## src/rtl/cotm_pkg.sv

```systemverilog
// Shared types and constants for the clock-offset trimmed-mean block.
// Used by cotm_ctrl, cotm_dp and clock_offset_trimmed_mean. No dependencies.
package cotm_pkg;

    // Sample and configuration widths
    localparam int SAMPLE_W = 32;
    localparam int FAIL_W   = 3;
    localparam logic [FAIL_W-1:0] FAIL_LIMIT_RESET = 3'd3;

    // Sum bits taken per reciprocal-multiply step
    localparam int DIV_CHUNK_W = 12;

    // Controller to datapath commands
    typedef struct packed {
        logic store_wr;     // write incoming sample at the fill index
        logic acc_clear;    // zero the accumulator
        logic sort_step;    // one odd-even transposition pass
        logic sort_odd;     // pass compares odd pairs
        logic sum_step;     // rotate the store by one entry
        logic sum_add;      // add entry 0 into the accumulator
        logic div_load;     // load sum magnitude into the reciprocal multiply
        logic div_step;     // multiply one chunk of the magnitude
        logic out_plain;    // load a result with no average
        logic out_abandon;  // plain result ends the round
        logic out_avg;      // load the averaged result
    } cotm_cmd_t;

    // Datapath to controller status
    typedef struct packed {
        logic sample_zero;  // incoming sample is a timeout
    } cotm_stat_t;

endpackage

```

## src/rtl/cotm_dp.sv

```systemverilog
// Datapath: sample store with odd-even transposition sort, rotating
// accumulator, reciprocal-multiply divider and result register. Depends on cotm_pkg.
module cotm_dp #(
    parameter int SAMPLES_REQUIRED = 8,
    parameter int EFF_USED         = 4,
    parameter int IDX_W            = 3,
    parameter int ACC_W            = 35,
    parameter int DIV_STEPS        = 3
) (
    input  logic                              clk,
    input  cotm_pkg::cotm_cmd_t               cmd,
    input  logic [IDX_W-1:0]                  wr_idx,
    input  logic [cotm_pkg::SAMPLE_W-1:0]     sample,
    output cotm_pkg::cotm_stat_t              stat,
    output logic                              round_done,
    output logic                              average_valid,
    output logic [cotm_pkg::SAMPLE_W-1:0]     averaged_offset
);
    import cotm_pkg::*;

    // Rounded-up reciprocal of the kept count; exact below 2**PAD_W
    localparam int     PAD_W     = DIV_STEPS * DIV_CHUNK_W;
    localparam int     POST_SH   = $clog2(EFF_USED);
    localparam int     RECIP_W   = PAD_W + 1;
    localparam int     PROD_W    = RECIP_W + DIV_CHUNK_W;
    localparam longint RECIP_VAL = ((longint'(1) << (PAD_W + POST_SH))
                                    + longint'(EFF_USED) - 1) / longint'(EFF_USED);
    localparam logic [PROD_W-1:0] RECIP = PROD_W'(RECIP_VAL);

    logic signed [SAMPLE_W-1:0] store_reg  [SAMPLES_REQUIRED];
    logic signed [SAMPLE_W-1:0] store_next [SAMPLES_REQUIRED];
    logic signed [ACC_W-1:0]    acc_reg;
    logic signed [ACC_W-1:0]    acc_next;
    logic [ACC_W-1:0]           acc_mag;
    logic                       neg_reg;
    logic [PAD_W-1:0]           mag_reg;
    logic [PAD_W-1:0]           mag_next;
    logic [RECIP_W-1:0]         prod_reg;
    logic [RECIP_W-1:0]         prod_next;
    logic [PROD_W-1:0]          partial;
    logic [PROD_W-1:0]          prod_sum;
    logic [RECIP_W-1:0]         quo_mag;
    logic [SAMPLE_W-1:0]        quo_low;
    logic [SAMPLE_W-1:0]        quo_signed;
    logic                       done_reg;
    logic                       avg_valid_reg;
    logic [SAMPLE_W-1:0]        avg_reg;

    assign stat.sample_zero = (sample == '0);

    // Store update: sample write, sort pass or rotation
    always_comb
    begin
        store_next = store_reg;
        if (cmd.store_wr)
        begin
            store_next[wr_idx] = sample;
        end
        else if (cmd.sort_step)
        begin
            for (int i = 0; i < SAMPLES_REQUIRED - 1; i++)
            begin
                if ((i[0] == cmd.sort_odd) && (store_reg[i] > store_reg[i+1]))
                begin
                    store_next[i]   = store_reg[i+1];
                    store_next[i+1] = store_reg[i];
                end
            end
        end
        else if (cmd.sum_step)
        begin
            for (int i = 0; i < SAMPLES_REQUIRED - 1; i++)
            begin
                store_next[i] = store_reg[i+1];
            end
            store_next[SAMPLES_REQUIRED-1] = store_reg[0];
        end
    end

    always_ff @(posedge clk)
    begin
        store_reg <= store_next;
    end

    // Accumulator over the kept window
    always_comb
    begin
        acc_next = acc_reg;
        if (cmd.acc_clear)
        begin
            acc_next = '0;
        end
        else if (cmd.sum_step && cmd.sum_add)
        begin
            acc_next = acc_reg + {{(ACC_W-SAMPLE_W){store_reg[0][SAMPLE_W-1]}}, store_reg[0]};
        end
    end

    // Divide the magnitude by the kept count: multiply by the reciprocal one
    // chunk at a time from the low end, dropping a chunk of fraction each step
    assign acc_mag  = acc_reg[ACC_W-1] ? ACC_W'(-acc_reg) : ACC_W'(acc_reg);
    assign partial  = RECIP * PROD_W'(mag_reg[DIV_CHUNK_W-1:0]);
    assign prod_sum = PROD_W'(prod_reg) + partial;

    always_comb
    begin
        mag_next  = mag_reg;
        prod_next = prod_reg;
        if (cmd.div_load)
        begin
            mag_next  = PAD_W'(acc_mag);
            prod_next = '0;
        end
        else if (cmd.div_step)
        begin
            mag_next  = mag_reg >> DIV_CHUNK_W;
            prod_next = prod_sum[PROD_W-1:DIV_CHUNK_W];
        end
    end

    // Remaining shift gives the truncated quotient; sign restored after
    assign quo_mag    = prod_reg >> POST_SH;
    assign quo_low    = quo_mag[SAMPLE_W-1:0];
    assign quo_signed = neg_reg ? (~quo_low + 1'b1) : quo_low;

    always_ff @(posedge clk)
    begin
        acc_reg  <= acc_next;
        mag_reg  <= mag_next;
        prod_reg <= prod_next;
        if (cmd.div_load)
        begin
            neg_reg <= acc_reg[ACC_W-1];
        end
    end

    // Result payload
    always_ff @(posedge clk)
    begin
        if (cmd.out_plain)
        begin
            done_reg      <= cmd.out_abandon;
            avg_valid_reg <= 1'b0;
            avg_reg       <= '0;
        end
        else if (cmd.out_avg)
        begin
            done_reg      <= 1'b1;
            avg_valid_reg <= 1'b1;
            avg_reg       <= quo_signed;
        end
    end

    assign round_done      = done_reg;
    assign average_valid   = avg_valid_reg;
    assign averaged_offset = avg_reg;

endmodule

```

## src/rtl/cotm_ctrl.sv

```systemverilog
// Controller: round bookkeeping, timeout counting and the sort/sum/divide
// sequence. Drives the stream handshakes. Depends on cotm_pkg.
module cotm_ctrl #(
    parameter int SAMPLES_REQUIRED = 8,
    parameter int EFF_USED         = 4,
    parameter int TRIM             = 2,
    parameter int DIV_STEPS        = 3,
    parameter int IDX_W            = 3,
    parameter int STEP_W           = 4
) (
    input  logic                          clk,
    input  logic                          rst_n,
    input  logic                          s_tvalid,
    output logic                          s_tready,
    output logic                          m_tvalid,
    input  logic                          m_tready,
    input  logic                          cfg_valid,
    output logic                          cfg_ready,
    input  logic [cotm_pkg::FAIL_W-1:0]   cfg_data,
    input  cotm_pkg::cotm_stat_t          stat,
    output cotm_pkg::cotm_cmd_t           cmd,
    output logic [IDX_W-1:0]              wr_idx
);
    import cotm_pkg::*;

    typedef enum logic [5:0] {
        ST_IDLE  = 6'b000001,
        ST_SORT  = 6'b000010,
        ST_SUM   = 6'b000100,
        ST_DIVLD = 6'b001000,
        ST_DIV   = 6'b010000,
        ST_FIN   = 6'b100000
    } state_t;

    state_t              state_reg, state_next;
    logic [STEP_W-1:0]   step_reg, step_next;
    logic [IDX_W-1:0]    count_reg, count_next;
    logic [FAIL_W-1:0]   timeout_reg, timeout_next;
    logic [FAIL_W-1:0]   timeout_inc;
    logic [FAIL_W-1:0]   fail_limit_reg;
    logic                out_valid_reg, out_valid_next;
    logic                accept;

    assign cfg_ready   = 1'b1;
    assign s_tready    = (state_reg == ST_IDLE) && (!out_valid_reg || m_tready);
    assign accept      = s_tvalid && s_tready;
    assign m_tvalid    = out_valid_reg;
    assign wr_idx      = count_reg;
    assign timeout_inc = timeout_reg + 1'b1;

    // Sequencer
    always_comb
    begin
        state_next   = state_reg;
        step_next    = step_reg;
        count_next   = count_reg;
        timeout_next = timeout_reg;
        cmd          = '0;
        unique case (state_reg)
            ST_IDLE:
            begin
                if (accept)
                begin
                    if (stat.sample_zero)
                    begin
                        cmd.out_plain = 1'b1;
                        if (timeout_inc == fail_limit_reg)
                        begin
                            timeout_next    = '0;
                            count_next      = '0;
                            cmd.out_abandon = 1'b1;
                        end
                        else
                        begin
                            timeout_next = timeout_inc;
                        end
                    end
                    else
                    begin
                        cmd.store_wr = 1'b1;
                        if (count_reg == IDX_W'(SAMPLES_REQUIRED - 1))
                        begin
                            count_next    = '0;
                            cmd.acc_clear = 1'b1;
                            step_next     = '0;
                            state_next    = ST_SORT;
                        end
                        else
                        begin
                            count_next    = count_reg + 1'b1;
                            cmd.out_plain = 1'b1;
                        end
                    end
                end
            end
            ST_SORT:
            begin
                cmd.sort_step = 1'b1;
                cmd.sort_odd  = step_reg[0];
                if (step_reg == STEP_W'(SAMPLES_REQUIRED - 1))
                begin
                    step_next  = '0;
                    state_next = ST_SUM;
                end
                else
                begin
                    step_next = step_reg + 1'b1;
                end
            end
            ST_SUM:
            begin
                cmd.sum_step = 1'b1;
                cmd.sum_add  = (step_reg >= STEP_W'(TRIM));
                if (step_reg == STEP_W'(TRIM + EFF_USED - 1))
                begin
                    step_next  = '0;
                    state_next = ST_DIVLD;
                end
                else
                begin
                    step_next = step_reg + 1'b1;
                end
            end
            ST_DIVLD:
            begin
                cmd.div_load = 1'b1;
                step_next    = '0;
                state_next   = ST_DIV;
            end
            ST_DIV:
            begin
                cmd.div_step = 1'b1;
                if (step_reg == STEP_W'(DIV_STEPS - 1))
                begin
                    step_next  = '0;
                    state_next = ST_FIN;
                end
                else
                begin
                    step_next = step_reg + 1'b1;
                end
            end
            ST_FIN:
            begin
                cmd.out_avg = 1'b1;
                state_next  = ST_IDLE;
            end
            default:
            begin
                state_next = ST_IDLE;
            end
        endcase
    end

    // Output slot occupancy
    always_comb
    begin
        out_valid_next = out_valid_reg;
        if (out_valid_reg && m_tready)
        begin
            out_valid_next = 1'b0;
        end
        if (cmd.out_plain || cmd.out_avg)
        begin
            out_valid_next = 1'b1;
        end
    end

    always_ff @(posedge clk or negedge rst_n)
    begin
        if (!rst_n)
        begin
            state_reg      <= ST_IDLE;
            step_reg       <= '0;
            count_reg      <= '0;
            timeout_reg    <= '0;
            fail_limit_reg <= FAIL_LIMIT_RESET;
            out_valid_reg  <= 1'b0;
        end
        else
        begin
            state_reg     <= state_next;
            step_reg      <= step_next;
            count_reg     <= count_next;
            timeout_reg   <= timeout_next;
            out_valid_reg <= out_valid_next;
            if (cfg_valid && cfg_ready)
            begin
                fail_limit_reg <= cfg_data;
            end
        end
    end

endmodule

```

## src/rtl/clock_offset_trimmed_mean.sv

```systemverilog
// Clock-offset trimmed-mean averager, top level.
// Instantiates cotm_ctrl and cotm_dp. Depends on cotm_pkg.
//
// Usage:
//   s_* stream carries one signed 32-bit offset sample per transaction;
//   zero marks a timeout. Every sample yields exactly one result on m_*:
//   m_tlast = round finished, m_tuser = average present, m_tdata = mean.
//   cfg_* writes the 3-bit failure limit (reset value 3); cfg_ready is
//   always high. Write it only while no sample is in flight.
// Sequencing:
//   A sample that does not complete the store gives its result in the cycle
//   after acceptance. The sample that fills the store starts the round end:
//   SAMPLES_REQUIRED odd-even sort passes, trim + used rotate/add steps, one
//   divider load, a reciprocal multiply taking the sum 12 bits a cycle and
//   one result load.
//   One sample is in work at a time; s_tready is high only in idle.
// Reset and stall:
//   rst_n clears counts, failure limit and the output slot; the sample
//   store is not cleared. While m_tready is low the result holds and no
//   new sample is taken until the slot drains.
module clock_offset_trimmed_mean #(
    parameter int SAMPLES_REQUIRED = 8,
    parameter int SAMPLES_USED     = 4
) (
    input  logic                          clk,
    input  logic                          rst_n,
    input  logic                          s_tvalid,
    output logic                          s_tready,
    input  logic [cotm_pkg::SAMPLE_W-1:0] s_tdata,   // [31:0] offset_sample
    output logic                          m_tvalid,
    input  logic                          m_tready,
    output logic [cotm_pkg::SAMPLE_W-1:0] m_tdata,   // [31:0] averaged_offset
    output logic                          m_tlast,   // round_done
    output logic                          m_tuser,   // [0] average_valid
    input  logic                          cfg_valid,
    output logic                          cfg_ready,
    input  logic [cotm_pkg::FAIL_W-1:0]   cfg_data   // [2:0] fail_limit
);
    import cotm_pkg::*;

    localparam int EFF_USED  = (SAMPLES_USED < SAMPLES_REQUIRED) ?
                               SAMPLES_USED : SAMPLES_REQUIRED;
    localparam int TRIM      = (SAMPLES_REQUIRED - EFF_USED) / 2;
    localparam int IDX_W     = $clog2(SAMPLES_REQUIRED);
    localparam int ACC_W     = SAMPLE_W + $clog2(SAMPLES_REQUIRED);
    localparam int DIV_STEPS = (ACC_W + DIV_CHUNK_W - 1) / DIV_CHUNK_W;
    localparam int STEP_W    = $clog2(SAMPLES_REQUIRED + 1);

    cotm_cmd_t          cmd;
    cotm_stat_t         stat;
    logic [IDX_W-1:0]   wr_idx;

    cotm_ctrl #(
        .SAMPLES_REQUIRED (SAMPLES_REQUIRED),
        .EFF_USED         (EFF_USED),
        .TRIM             (TRIM),
        .DIV_STEPS        (DIV_STEPS),
        .IDX_W            (IDX_W),
        .STEP_W           (STEP_W)
    ) u_ctrl (
        .clk       (clk),
        .rst_n     (rst_n),
        .s_tvalid  (s_tvalid),
        .s_tready  (s_tready),
        .m_tvalid  (m_tvalid),
        .m_tready  (m_tready),
        .cfg_valid (cfg_valid),
        .cfg_ready (cfg_ready),
        .cfg_data  (cfg_data),
        .stat      (stat),
        .cmd       (cmd),
        .wr_idx    (wr_idx)
    );

    cotm_dp #(
        .SAMPLES_REQUIRED (SAMPLES_REQUIRED),
        .EFF_USED         (EFF_USED),
        .IDX_W            (IDX_W),
        .ACC_W            (ACC_W),
        .DIV_STEPS        (DIV_STEPS)
    ) u_dp (
        .clk             (clk),
        .cmd             (cmd),
        .wr_idx          (wr_idx),
        .sample          (s_tdata),
        .stat            (stat),
        .round_done      (m_tlast),
        .average_valid   (m_tuser),
        .averaged_offset (m_tdata)
    );

endmodule
```

## config.mk

```make
export PLATFORM = sky130hd
export DESIGN_NAME = clock_offset_trimmed_mean
export DESIGN_NICKNAME = d
export VERILOG_FILES = /design/src/rtl/cotm_pkg.sv /design/src/rtl/cotm_dp.sv /design/src/rtl/cotm_ctrl.sv /design/src/rtl/clock_offset_trimmed_mean.sv
export SDC_FILE = /design/constraint.sdc
export NUM_CORES = 1
export LEC_CHECK = 0
export BUFFER_PORTS_ARGS = -buffer_cell sky130_fd_sc_hd__clkbuf_2
export CAP_MARGIN = 20
export CORE_UTILIZATION = 59
export DETAILED_ROUTE_END_ITERATION = 10
export GPL_TIMING_DRIVEN = 0
export HOLD_SLACK_MARGIN = 0.02
export PLACE_DENSITY = 0.82
export SLEW_MARGIN = 5
export SYNTH_ARGS = -nofsm -noshare
export SYNTH_HDL_FRONTEND = slang
export SYNTH_SLANG_ARGS = --single-unit
```

## constraint.sdc

```tcl
create_clock -name clk -period 6.2 [get_ports clk]
set_input_delay 0.93 -clock clk [delete_from_list [all_inputs] [get_ports clk]]
set_output_delay 0.93 -clock clk [all_outputs]
set_load 0.005 [all_outputs]
```

==> results.yml, run 1 <==
yosys:
  synth_seq_cells: 416
  ys_types: 84
  synth_xor_area_share_pct: 3.21
  synth_common_cells: "edfxtp_1 (293), ha_1 (268), inv_1 (257)"
  synthMuxAreaShare_pct: 1.67
  synth_fa_ha_area_share_pct: 12.4
  ys.flop_type: "edfxtp_1"
  synth_top_family_by_area: "compound AO/OA/AOI/OAI gates"
  synth-compound-area-share_pct: 22.6
  yosys.area_share.simple_pct: 12.4
  ys_warn_count: 0
  synth_edf_count: 293
  synth_area_leaders: "edfxtp_1 (32%), ha_1 (12%), dfxtp_1 (7.6%)"
  yosysMostFrequentCell: "edfxtp_1"
  syn_area_per_cell_um2: 9.61
  synth.top_cell.area_share_pct: 32.3
  syn_inst: 2836
  synthArstFlopShare_pct: 4.81
  syn_area_um2: 27300
  synth-seq-area-share_pct: 41.7
  synth_fp_nets: 3145
  synth_top_cell_by_area: "edfxtp_1"
sta:
  setup_viol: 0
  fmax_mhz: 198
  worst_pin_slew_ns: 1.17
  rsz0062_at_grt: "false"
  hold_violations: 0
  finalSetupTns_ns: 0
  slew_violations: 0
  finalCriticalPeriod_ns: 5.06
  fin_skew_ns: 0.0250
  relSlewSlack_pct: 21.6
  fin_crit_sh_pct: 81.6
  worst_slack_ns: 1.14
worst_setup_path:
  critPathLaunch: "u_ctrl.state_reg[3]$_DFFE_PN0P_"
  worst_setup_path_end_kind: "flop"
  reg2reg_from: "u_ctrl.state_reg[3]$_DFFE_PN0P_"
  crit_fanout: 17
  worstSetupPathType: "flop to flop"
  ff2ff_setup_slack_ns: 1.14
  crit_cells: 10
  crit_family: "simple AND/OR/NAND/NOR gates"
  startpoint_type: "flop"
  cp.required_ns: 6.50
  r2r-end: "u_dp.store_reg[90]$_DFFE_PP_"
  critPathSlowestCell: "nor3b_1"
  reg2reg_depth: 10
  path_buf_inv: 2
  critical_path.max_stage_delay_ns: 0.81
  endpoint: "u_dp.store_reg[90]$_DFFE_PP_"
  crit_path_cell_trace: "or4_1 -> nor3b_2 -> nand3_1 -> nor2_1 -> nand2_1 -> nor3b_1 -> clkbuf_1 -> nor3_1 -> a21oi_4 -> buf_16"
  cp.arrival_ns: 5.36
cts:
  cts_buffers: 46
  clock_path_buffers: 3
  clkTransAtPathRegs_ns: 0.06
  cts_root_buf: "clkbuf_16"
  cts_tree: "built"
  cts_setup_buffers: 0
  cts_resized: 0
  insertion_delay_ns: 0.61
  clock_sinks: 416
  cts_hold_buf: 0
  htree_num_levels: 2
layout:
  multi_input_area_um2: 14300
  synthToLayoutAreaGrowth_pct: 9.94
  drive_gt1_share_pct: 6.07
  largest_reg_flops: 256
  nets: 3243
  fill_cells: 3599
  regArea_um2: 11400
  layout.cells.non_filler: 3568
  fin_area_um2: 30000
placed_design:
  dp_hpwl_mm: 60.7
  placedCellCount: 3485
  dpl_cell_area_um2: 28500
  gp_congestion: 0.980
  dpl_worst_slack_ns: 0.862
  io_buffers: 43
power_and_ir_drop:
  total_power_w: 0.0134
  leakagePower_nw: 13.3
  ir_drop_mv: 0.258
  power.density_nw_per_um2: 449
die:
  io_pins: 77
  die_w_um: 217
  floorplan.initialDensity_pct: 59.9
  die_h_um: 217
  core_um2: 45500
  rows: 78
  dieArea_um2: 47100
global_routing:
  grt.overflow.total: 0
  grt_first_pass_wirelength_mm: 123
  grt.total_usage_pct: 33.1
  first_global_vias: 22400
  grt_max_degree: 33
  antenna_found_initial: 2
status:
  outcome: "finished clean"
detailed_routing:
  drtPass1Iterations: 6
  wl_per_cell_um: 22.3
  drt_first_iter_violations: 2524
  routed_wl_mm: 79.5
  vias: 23400
  drtAntennaViolNets: 0
  remaining_drc_errors: 0
  viasPerCell: 6.57
hold_path:
  min_path_type: "input pin to async pin"
run:
  cap_violations: 0
[layout make-up]
cell class	instances	area share, %
Tap cell	600	2.51
Antenna cell	1	0.00835
Multi-Input combinational cell	1999	47.9
Clock inverter	19	0.539
Inverter	257	3.22
Sequential cell	416	37.9
Clock buffer	62	4.46
Buffer	164	2.23
Timing Repair Buffer	50	1.24
[worst reg2reg max path: stages, from the launching register on]
cell and delay [ns]:
dfrtp_1 0.43, or4_1 0.60, nor3b_2 0.45, nand3_1 0.22, nor2_1 0.54, nand2_1 0.18, nor3b_1 0.81, clkbuf_1 0.54
nor3_1 0.15, a21oi_4 0.58, buf_16 0.24
[layout by cell type, fill, tap and decap left out, types with 8 or more instances in the layout]
cell	count
dfrtp_1	17
xor2_1	75
nor4_1	22
clkbuf_16	51
nand3_1	100
o211ai_1	11
nand2_1	234
clkbuf_2	43
nor2_1	104
edfxtp_1	293
a22oi_1	96
and2_1	30
o21ai_0	233
xnor2_1	25
and3_1	15
a211oi_1	29
and4_1	11
o41ai_1	8
a21o_1	165
or4_1	10
nor3b_1	9
nand4_1	48
ha_1	268
a22o_1	88
dfxtp_1	103
or3_1	16
buf_2	15
nand2b_1	13
mux2i_1	42
a221o_1	35
nor3_1	19
a31oi_1	19
inv_1	257
a21oi_1	123
o21a_1	26
nor2b_1	17
o31ai_1	14
clkbuf_1	145
[how the worst min path moves through the flow]
stage / from / endpoint / cells past startpoint
2_1_floorplan: u_dp.prod_reg[36]$_SDFFE_PN0N_ / u_dp.prod_reg[36]$_SDFFE_PN0N_ / 2
6_report: rst_n / u_ctrl.m_tvalid$_DFFE_PN0P_ / 1
4_1_cts: rst_n / u_ctrl.timeout_reg[2]$_DFFE_PN0P_ / 1
5_1_grt: rst_n / u_ctrl.timeout_reg[0]$_DFFE_PN0P_ / 1
3_3_place_gp: u_dp.averaged_offset[31]$_SDFFE_PP0P_ / u_dp.averaged_offset[31]$_SDFFE_PP0P_ / 2
3_5_place_dp: u_dp.prod_reg[36]$_SDFFE_PN0N_ / u_dp.prod_reg[36]$_SDFFE_PN0N_ / 2
[metal layers]
| metal | up-vias | track usage (%) | wire, um |
|---|---|---|---|
| met3 | 208 | 5.37 | 6660 |
| met5 | - | 0 | 13 |
| li1 | 10700 | - | - |
| met1 | 11300 | 45.2 | 33600 |
| met4 | 2 | 13.8 | 3510 |
| met2 | 1182 | 52.1 | 35700 |
[per-stage QoR]
step	utilization (%)	hold WS (ns)
3_5_place_dp	62.6	0.455
6_report	65.9	0.297
3_3_place_gp	62.0	0.442
2_1_floorplan	-	0.422
5_1_grt	65.9	0.328
4_1_cts	65.9	0.285
[logic make-up after synthesis]
family / count (synthesis)
compound gates: 906
mux: 45
other cells: 1
simple gates: 678
flops: 416
fa+ha+maj: 269
buf+inv: 421
xor+xnor: 100
[report_power, final]
group          total (W)  switching, W  internal (W)
sequential       0.00490      0.000890       0.00401
combinational    0.00576       0.00346       0.00230
clock            0.00278       0.00121       0.00157
(Power assumes the default switching activity.)
==> run 2, diff against run 1 <==
--- a/config.mk
+++ b/config.mk
@@ -7,11 +7,11 @@
 export LEC_CHECK = 0
 export BUFFER_PORTS_ARGS = -buffer_cell sky130_fd_sc_hd__clkbuf_2
 export CAP_MARGIN = 20
-export CORE_UTILIZATION = 59
+export CORE_UTILIZATION = 58
 export DETAILED_ROUTE_END_ITERATION = 10
 export GPL_TIMING_DRIVEN = 0
 export HOLD_SLACK_MARGIN = 0.02
-export PLACE_DENSITY = 0.82
+export PLACE_DENSITY = 0.84
 export SLEW_MARGIN = 5
 export SYNTH_ARGS = -nofsm -noshare
 export SYNTH_HDL_FRONTEND = slang
==> constraint.sdc (replaced) <==
create_clock -name clk -period 4.1 [get_ports clk]
set_input_delay 0.615 -clock clk [delete_from_list [all_inputs] [get_ports clk]]
set_output_delay 0.615 -clock clk [all_outputs]
set_load 0.005 [all_outputs]
==> results.yml, run 2 (same netlist as run 1, synthesis figures left out) <==
cts:
  cts_tree: "built"
  clock_sinks: 416
  insertion_delay_ns: 0.61
  cts_buffers: 47
  htree_num_levels: 2
  clock_path_buffers: 3
  cts_root_buf: "clkbuf_16"
  clkTransAtPathRegs_ns: 0.06
sta:
  worst_pin_slew_ns: 1.03
  relSlewSlack_pct: 30.7
  worst_slack_ns: -0.110
  fin_skew_ns: 0.0339
  hold_slack_ns: 0.255
  setup_viol: 30
  finalSetupTns_ns: -0.984
  fin_crit_sh_pct: 103
  rsz0062_at_grt: "true"
  hold_violations: 0
  slew_violations: 0
  fmax_mhz: 238
  finalCriticalPeriod_ns: 4.21
die:
  die_h_um: 219
  floorplan.initialDensity_pct: 58.7
  dieArea_um2: 47900
  rows: 79
  die_w_um: 219
  io_pins: 77
  core_um2: 46500
layout:
  fin_area_um2: 30200
  n_antenna_cell: 0
  synthToLayoutAreaGrowth_pct: 10.9
  nets: 3253
  most-common-layout-cells: "edfxtp_1 (293), ha_1 (268), inv_1 (257)"
  drive_gt1_share_pct: 6.92
  final_common_cell: "edfxtp_1"
  largest_reg_flops: 256
worst_setup_path:
  critPathLaunch: "u_dp.store_reg[90]$_DFFE_PP_"
  cp.arrival_ns: 4.68
  reg2reg_from: "u_dp.store_reg[90]$_DFFE_PP_"
  startpoint_type: "flop"
  worst_setup_path_end_kind: "flop"
  crit_fanout: 10
  cp.required_ns: 4.57
  worstSetupPathType: "flop to flop"
placed_design:
  gp_congestion: 0.978
  dp_hpwl_mm: 60.8
  dpl_worst_slack_ns: -1.06
  dpl_cell_area_um2: 28500
  io_buffers: 43
global_routing:
  antenna_found_initial: 0
  grt_max_degree: 33
  grt.overflow.total: 0
  grt_first_pass_wirelength_mm: 124
  first_global_vias: 23000
  grt.total_usage_pct: 33.1
status:
  outcome: "complete, but fails checks"
  violations: "negative setup slack"
detailed_routing:
  vias: 23900
  viasPerCell: 6.66
  drtAntennaViolNets: 0
  remaining_drc_errors: 0
  routed_wl_mm: 81.1
  wl_per_cell_um: 22.6
  drt_first_iter_violations: 3302
  drtPass1Iterations: 7
power_and_ir_drop:
  ir_drop_mv: 0.438
  total_power_w: 0.0206
  leakagePower_nw: 13.4
  power.density_nw_per_um2: 681
hold_path:
  hold_start: "cfg_data[1]"
  min_path_type: "input pin to flop"
run:
  cap_violations: 0
==> run 2: worst max-delay path, stage by stage, from the launching register on <==
cell and delay (ns):
edfxtp_1 0.44, inv_1 0.09, ha_1 0.30, and3_1 0.16
nand4_1 0.25, nor4_4 0.53, or3b_2 0.53, and3_1 0.24
mux2i_1 0.47, o21a_1 0.35, clkbuf_1 0.47, a21o_1 0.23
==> run 2: what timing repair did <==
item	4_1_cts	5_1_grt
gates resized for setup	14	18
hold buffers	1	0
pin swaps	4	1
hold endpoints to repair	17	0
endpoints found under the setup margin	244	241
cloned	1	2
setup buffers	6	0
==> run 2: worst paths after layout <==
| kind | cells past startpoint | slack (ns) | end |
|---|---|---|---|
| worst max-delay path | 11 | -0.11 | u_dp.store_reg[112]$_DFFE_PP_ |
| worst min-delay path | 2 | 0.26 | u_ctrl.fail_limit_reg[1]$_DFFE_PN1P_ |
| min in group asynchronous | 2 | 0.51 | u_ctrl.timeout_reg[1]$_DFFE_PN0P_ |
| worst max register to register | 11 | -0.11 | u_dp.store_reg[112]$_DFFE_PP_ |
| worst min register to register | 2 | 0.44 | u_dp.prod_reg[36]$_SDFFE_PN0N_ |
| max in group asynchronous | 2 | 3.22 | u_ctrl.fail_limit_reg[0]$_DFFE_PN1P_ |
==> run 2: power breakdown <==
group          switching [W]  internal (W)
sequential           0.00136       0.00606
clock                0.00180       0.00243
combinational        0.00534       0.00358
==> run 2: final cells by class <==
| cell class | instances | area, um^2 |
|---|---|---|
| Timing Repair Buffer | 57 | 470 |
| Clock buffer | 65 | 1320 |
| Sequential cell | 416 | 11400 |
| Buffer | 163 | 674 |
| Fill cell | 3556 | 16200 |
| Inverter | 257 | 965 |
| Tap cell | 607 | 759 |
| Clock inverter | 17 | 175 |
| Multi-Input combinational cell | 2002 | 14500 |
==> run 2: layer usage <==
metal	global-route usage [%]	routed length, um	vias up
li1	-	-	10700
met1	43.8	32200	11500
met2	52.0	36500	1413
met3	5.79	7960	272
met4	16.9	4420	0
met5	0	0	-
==> run 2: per-stage QoR <==
stage | std cells | util, %
3_3_place_gp | 3486 | 60.8
5_1_grt | 3584 | 65.0
6_report | 3584 | 65.0
3_5_place_dp | 3492 | 61.3
4_1_cts | 3581 | 64.9
2_1_floorplan | 2836 | -
